==> config.mk <==
export PLATFORM = sky130hd
export DESIGN_NAME = oss_ctrl
export DESIGN_NICKNAME = d
export VERILOG_FILES = /design/src/rtl/order_statistic_set_defines.svh /design/src/rtl/oss_pkg.sv /design/src/rtl/oss_ctrl.sv
export SDC_FILE = /design/constraint.sdc
export NUM_CORES = 1
export LEC_CHECK = 0
export ABC_AREA = 1
export BUFFER_PORTS_ARGS = -buffer_cell sky130_fd_sc_hd__buf_4
export CORE_AREA = 4 4 41 43
export DETAILED_ROUTE_END_ITERATION = 10
export DIE_AREA = 0 0 45 47
export GPL_ROUTABILITY_DRIVEN = 0
export SETUP_SLACK_MARGIN = 0.02
export SYNTH_ARGS = -nofsm -noshare
export SYNTH_HDL_FRONTEND = slang
export SYNTH_SLANG_ARGS = --single-unit
==> constraint.sdc <==
create_clock -name clk -period 1.2 [get_ports clk]
set_input_delay 0.24 -clock clk [delete_from_list [all_inputs] [get_ports clk]]
set_output_delay 0.24 -clock clk [all_outputs]
set_load 0.05 [all_outputs]
==> src/rtl/order_statistic_set_defines.svh <==
// Assertion macros used by the order statistic set datapath.
`ifndef ORDER_STATISTIC_SET_DEFINES_SVH
`define ORDER_STATISTIC_SET_DEFINES_SVH

// Same-cycle implication, sampled on clk, idle while arst_n is low
`define OSS_ASSERT_IMPL(label, ante, cons) \
	label: assert property (@(posedge clk) disable iff (!arst_n) (ante) |-> (cons)) \
	else $error("%m: implication check failed");

// Next-cycle implication, sampled on clk, idle while arst_n is low
`define OSS_ASSERT_NEXT(label, ante, cons) \
	label: assert property (@(posedge clk) disable iff (!arst_n) (ante) |=> (cons)) \
	else $error("%m: next-cycle check failed");

`endif

==> src/rtl/oss_pkg.sv <==
// Types, constants and controller/datapath structs for the order statistic set.
`timescale 1ns / 1ps
`default_nettype none

package oss_pkg;

	localparam int unsigned KEY_BITS  = 10;
	localparam int unsigned CNT_BITS  = KEY_BITS + 1;
	localparam int unsigned WORD_BITS = CNT_BITS + 1;
	localparam int unsigned UNIVERSE  = 1 << KEY_BITS;

	typedef logic [KEY_BITS-1:0] key_t;
	typedef logic [CNT_BITS-1:0] cnt_t;
	typedef logic [CNT_BITS:0]   wide_t;
	typedef logic [1:0]          req_code_t;

	localparam req_code_t REQ_INSERT = 2'd0;
	localparam req_code_t REQ_DELETE = 2'd1;
	localparam req_code_t REQ_KTH    = 2'd2;
	localparam req_code_t REQ_COUNT  = 2'd3;

	localparam cnt_t  UNIV_CNT  = cnt_t'(UNIVERSE);
	localparam wide_t UNIV_WIDE = wide_t'(UNIVERSE);

	// One tree word: presence of key a, count of tree position a + 1
	typedef struct packed {
		logic present;
		cnt_t count;
	} word_t;

	// Controller to datapath
	typedef struct packed {
		logic load;
		logic clr_wr;
		logic upd_step;
		logic pre_step;
		logic kth_step;
		logic emit;
	} cmd_t;

	// Datapath to controller
	typedef struct packed {
		req_code_t in_type;
		logic      in_bad;
		logic      noop;
		logic      clr_last;
		logic      upd_last;
		logic      pre_last;
		logic      kth_last;
		logic      out_free;
	} status_t;

endpackage

`default_nettype wire

==> src/rtl/oss_ctrl.sv <==
// Sequencing state machine: clearing pass, tree walks and result hand-off.
`timescale 1ns / 1ps
`default_nettype none

module oss_ctrl (
	input  logic              clk,
	input  logic              arst_n,
	input  logic              in_valid,
	output logic              in_ready,
	input  oss_pkg::status_t  st,
	output oss_pkg::cmd_t     cmd
);

	localparam logic [2:0] S_CLEAR = 3'd0;
	localparam logic [2:0] S_IDLE  = 3'd1;
	localparam logic [2:0] S_CHK   = 3'd2;
	localparam logic [2:0] S_UPD   = 3'd3;
	localparam logic [2:0] S_PRE   = 3'd4;
	localparam logic [2:0] S_KTH   = 3'd5;
	localparam logic [2:0] S_EMIT  = 3'd6;

	logic [2:0] state_q;
	logic [2:0] state_d;

	assign in_ready = (state_q == S_IDLE);

	// next state and commands
	always_comb begin
		state_d = state_q;
		cmd     = '0;
		unique case (state_q)
			S_CLEAR: begin
				cmd.clr_wr = 1'b1;
				if (st.clr_last) begin
					state_d = S_IDLE;
				end
			end
			S_IDLE: begin
				if (in_valid) begin
					cmd.load = 1'b1;
					unique case (st.in_type) inside
						oss_pkg::REQ_INSERT, oss_pkg::REQ_DELETE: state_d = S_CHK;
						oss_pkg::REQ_COUNT: state_d = S_PRE;
						oss_pkg::REQ_KTH:   state_d = st.in_bad ? S_EMIT : S_KTH;
						default:            state_d = S_IDLE;
					endcase
				end
			end
			S_CHK: begin
				// first word read: presence decides whether the tree moves
				if (st.noop) begin
					state_d = S_IDLE;
				end else begin
					cmd.upd_step = 1'b1;
					state_d      = st.upd_last ? S_IDLE : S_UPD;
				end
			end
			S_UPD: begin
				cmd.upd_step = 1'b1;
				if (st.upd_last) begin
					state_d = S_IDLE;
				end
			end
			S_PRE: begin
				cmd.pre_step = 1'b1;
				if (st.pre_last) begin
					state_d = S_EMIT;
				end
			end
			S_KTH: begin
				cmd.kth_step = 1'b1;
				if (st.kth_last) begin
					state_d = S_EMIT;
				end
			end
			S_EMIT: begin
				if (st.out_free) begin
					cmd.emit = 1'b1;
					state_d  = S_IDLE;
				end
			end
			default: begin
				state_d = S_IDLE;
			end
		endcase
	end

	// state register, clearing pass first after reset
	always_ff @(posedge clk or negedge arst_n) begin
		if (!arst_n) begin
			state_q <= S_CLEAR;
		end else begin
			state_q <= state_d;
		end
	end

endmodule

`default_nettype wire

Word-level counts from Yosys, hierarchy flattened --
Index checks and enable logic that the tools add are counted.
Cells by class: multiplexer cells 20, reductions and logical operators 4, eq/ne operators 15
Operator list (number):
- one-hot mux 3 bit (7 select lines) | 1
- 2-to-1 mux 3 bit | 6
- inequality test 2 bit, second input constant | 6
- == test 3 bit, second input constant | 3
- one-hot mux 3 bit (3 select lines) | 1
- 2-to-1 mux 1 bit | 8
- == test 3 x 2 -> 1 bit, second input constant | 2
- 2-to-1 mux 2 bit | 3
- AND reduction 6 bit | 1
- == test 2 bit, second input constant | 2
- == test 3 x 1 -> 1 bit, second input constant | 1
- zero test 3 bit | 1
- == test 2 x 1 -> 1 bit, second input constant | 1
- zero test 2 bit | 1
- one-hot mux 1 bit (2 select lines) | 1
- OR reduction 2 bit | 1
Storage, ports and cells: logic and storage cells 40, output and inout port bits 7, flip-flop bits (word level) 3, bits of input ports 12

Depth between registers and ports, before layout --
depth in word-level cells 5, depth in mapped cells 9, depth with buffers taken out 8

Worst setup path after synthesis --
No wires, ideal clock.
path type reg2out, from reg state_q[1], to out cmd[3] in the netlist's numbering, arrival 1.704 ns, required time 0.960 ns, path buffers 0, cell stages (with the launch flop) 3, path slack -0.744 ns, cell sequence dfrtp_1 > inv_2 > a211oi_1
RTL lines:
- start: declaration | RTL line oss_ctrl.sv:22 | logic [2:0] state_q;
- start signal: assignment | RTL line oss_ctrl.sv:93 | state_q <= state_d;
- end: declaration | RTL line oss_ctrl.sv:11 | output oss_pkg::cmd_t cmd

==> flow_results.org <==
** GRT
- The initial antenna violation count is 0.
- Largest net degree at the start of global routing :: 9
- For this run, global-route usage on met3 was measured as 0.0268.
- First-pass GRT wire length :: 2040 um
- Final global-route overflow total :: 0
- met2 is the most crowded layer.
- Vias in the first global route :: 502
- For met1 alone, demand over resource in global routing was 0.146.
- Overall routing resource usage :: 0.132
- Met2 Usage GRT :: 0.246

** Status
- The final reports fail on negative setup slack.
- The flow ran to the end, but the final reports show violations.

** Setup path
- Critical path endpoint category :: primary output
- Worst-path cell with the longest stage delay :: dfrtp_2
- Series of cell instances along the critical path :: buf_4, nand3_2, nor2_4, buf_8
- Data on the critical path is required at its endpoint by 0.96 ns.
- The setup path with the least slack is of type register to primary output.
- Top delay family on crit path :: flip-flops
- STA classifies the critical path startpoint as a register.
- On the worst path, the slowest cell contributes a delay of 0.45 ns.
- CP max FO :: 6
- The startpoint identified for the worst register-to-register timing path is state_q[0].
- Critical Path Start :: state_q[1]
- Buffering stage count on the worst path with inverters included :: 2
- Critical Path AT :: 1.19 ns

** Detailed routing
- After detailed routing, the number of remaining DRC violations is 0.
- The detailed router finished its first iteration with 7 violations.
- Via total after detailed routing :: 516
- In this run the remaining antenna-violating nets after routing total 0.
- Post-DR wirelength/cell :: 10.6 um
- After detailed routing, the total wire length is 1230 um.
- Using the TritonRoute via totals, the vias-per-cell ratio works out to 4.45.
- Number of detailed-routing iterations run before antenna repair :: 4

** Floorplanning
- The floorplan has 13 rows.
- X dimension of the die :: 45 um
- Height of the die :: 47 um
- Initial standard-cell utilization of the core :: 0.276
- Top-Level Pins :: 19
- After floorplanning, the core was sized to cover 1300 um2.
- Die area :: 2120 um2

** Synth
- Gate count after technology mapping :: 63
- Syn nets :: 75
- Number of enable-type register cells in the synthesized netlist :: 0
- After synthesis, the share of flip-flops with an asynchronous set or reset is 1.00.
- After synthesis the netlist holds a flip-flop and latch count of 3.
- A synthesized cell averages 5.70 um2.
- After synthesis, the netlist uses 18 different library cells.
- Of the synthesized area, sequential elements account for 0.209.
- Synth Flop Type :: dfrtp_1
- Summing every instance area after synthesis gives 359 um2.
- During synthesis, Yosys emitted a total of 0 warnings.

** Timing
- The count of endpoints failing hold in the final timing report came to 0.
- After layout, the worst setup slack is -0.232 ns.
- The clock arrives with 0.00415 ns of skew.
- Highest Clock Rate :: 698 MHz
- For the pin with the worst max-slew slack, the measured transition is 0.203 ns.
- Max-slew violation total from the final report :: 0
- After layout, the minimum clock period comes to 1.43 ns.
- RSZ-0062 raised after global routing :: yes
- Dividing the final minimum period by the clock period gives 1.19.
- The worst pin sits at a relative slew slack of 0.865.
- Final setup violating endpoints :: 10

** Final layout
- Finished layout cell area :: 796 um2
- The register with the most flip-flops in the layout has 3 of them.
- Biggest regs :: state_q (3)
- state_q holds more flip-flops than any other register.
- The repair_antennas step left the layout with diodes totalling 0.
- Ratio of cells with drive above 1 in the final layout :: 0.574
- Leaving out fill and tap cells, the most frequent cell in the layout is buf_4.
- For this run, the post-layout net count is 114.
- Compared with the post-synthesis result, the final layout area differs by 122%.
- Leading cell types in the layout, fill and taps excluded :: buf_4 (27), nand2_1 (16), inv_1 (9)

** CTS
- The tree is rooted in a clkbuf_4.
- Total number of H-tree levels :: 1
- The later pin in the worst-skew pair is clocked with a latency of 0.24 ns.
- Clock input transition at the sequential cells of the worst setup and hold paths :: 0.04 ns
- Clk sink count :: 3
- CTS tree :: done
- Max Root-Sink Buffers :: 2
- Clock buffers created by TritonCTS :: 3

** Place
- Post-detail-place hpwl :: 781 um
- Cell Area, Placed :: 597 um2
- Count of buffers from port buffering :: 18
- Before CTS, the worst setup slack after placement is -0.0936 ns.

** Pwr
- Power per standard cell area :: 2790 nW/um2
- Total power for the finished layout comes to 0.00222 W.
- Leakage dissipation :: 0.425 nW
- Worst vdd rail ir drop :: 1.24 mV

** Worst hold path
- Worst hold-check path type :: primary input to asynchronous set/reset pin

** Job
- Max-cap violations in this run came to 0.
power breakdown:
| part | internal (W) | total, W | switching [W] |
|---|---|---|---|
| Combinational | 0.000789 | 0.00176 | 0.000968 |
| Sequential | 0.000162 | 0.000287 | 0.000124 |
| Clock | 0.000125 | 0.000178 | 0.0000533 |
| Total | 0.00108 | 0.00222 | 0.00115 |
cell type report:
cell class,count,area (um2)
clock buffer,4,26.3
fill,113,505
inverter,13,57.6
multi-input combinational,45,304
sequential,3,78.8
tap,15,18.8
timing repair buffer,36,310
worst register-to-register path, cell delays in order, from the launching register on:
cell and delay (ns):
dfrtp_2 0.47, buf_4 0.17, nand2_4 0.05, nor2_4 0.04, buf_4 0.14, a21oi_4 0.16, nand2_2 0.09, nand2_1 0.07
nand2_1 0.05
final timing paths:
check                      slack (ns)         end  cells after the start
setup reg to reg                -0.15  state_q[1]                      8
min in group clk                 0.38  state_q[0]                      6
hold reg to reg                  0.63  state_q[1]                      2
max in group asynchronous        0.76  state_q[0]                      2
setup / recovery                -0.23      cmd[0]                      4
hold / removal                   0.33  state_q[2]                      2
layer usage:
metal | vias up | routed length, um
met5 | - | 0
met4 | 0 | 20
met3 | 2 | 59
met2 | 16 | 641
met1 | 231 | 507
li1 | 267 | -
synthesized netlist by cell type, types with 2 or more instances:
| cell | number | area [um2] |
|---|---|---|
| nand2_1 | 17 | 63.8 |
| inv_1 | 11 | 41.3 |
| nand3_1 | 9 | 45.0 |
| nor2_1 | 7 | 26.3 |
| dfrtp_1 | 3 | 75.1 |
| inv_2 | 2 | 7.51 |
| nand2_2 | 2 | 12.5 |
| nor3_1 | 2 | 10.0 |
timing repair:
item / 4_1_cts / 5_1_grt
setup endpoints to repair: 10 / 10
hold buffers: 1 / 0
pin swaps: 2 / 1
endpoints found under the hold margin: 3 / 0
resized for setup: 17 / 5
buffers inserted: 9 / 2
logic make-up (layout without fill, tap and decap cells):
| kind of cell | Yosys count | after routing | synth area share |
|---|---|---|---|
| compound gates | 4 | 4 | 0.0941 |
| buf+inv | 15 | 53 | 0.171 |
| flops | 3 | 3 | 0.209 |
| simple gates | 41 | 41 | 0.526 |
through the flow:
stage / hold WS [ns] / instances / setup TNS, ns / utilization
final: 0.328 / 116 / -1.94 / 0.612
after global routing: 0.330 / 116 / -2.57 / 0.612
after CTS: 0.327 / 114 / -1.89 / 0.588
after detailed placement: 0.0302 / 100 / -0.760 / 0.459
after global placement: 0.0290 / 100 / -0.921 / 0.459
after floorplan: -0.0556 / 63 / -0.479 / -
(Power assumes the default switching activity.)
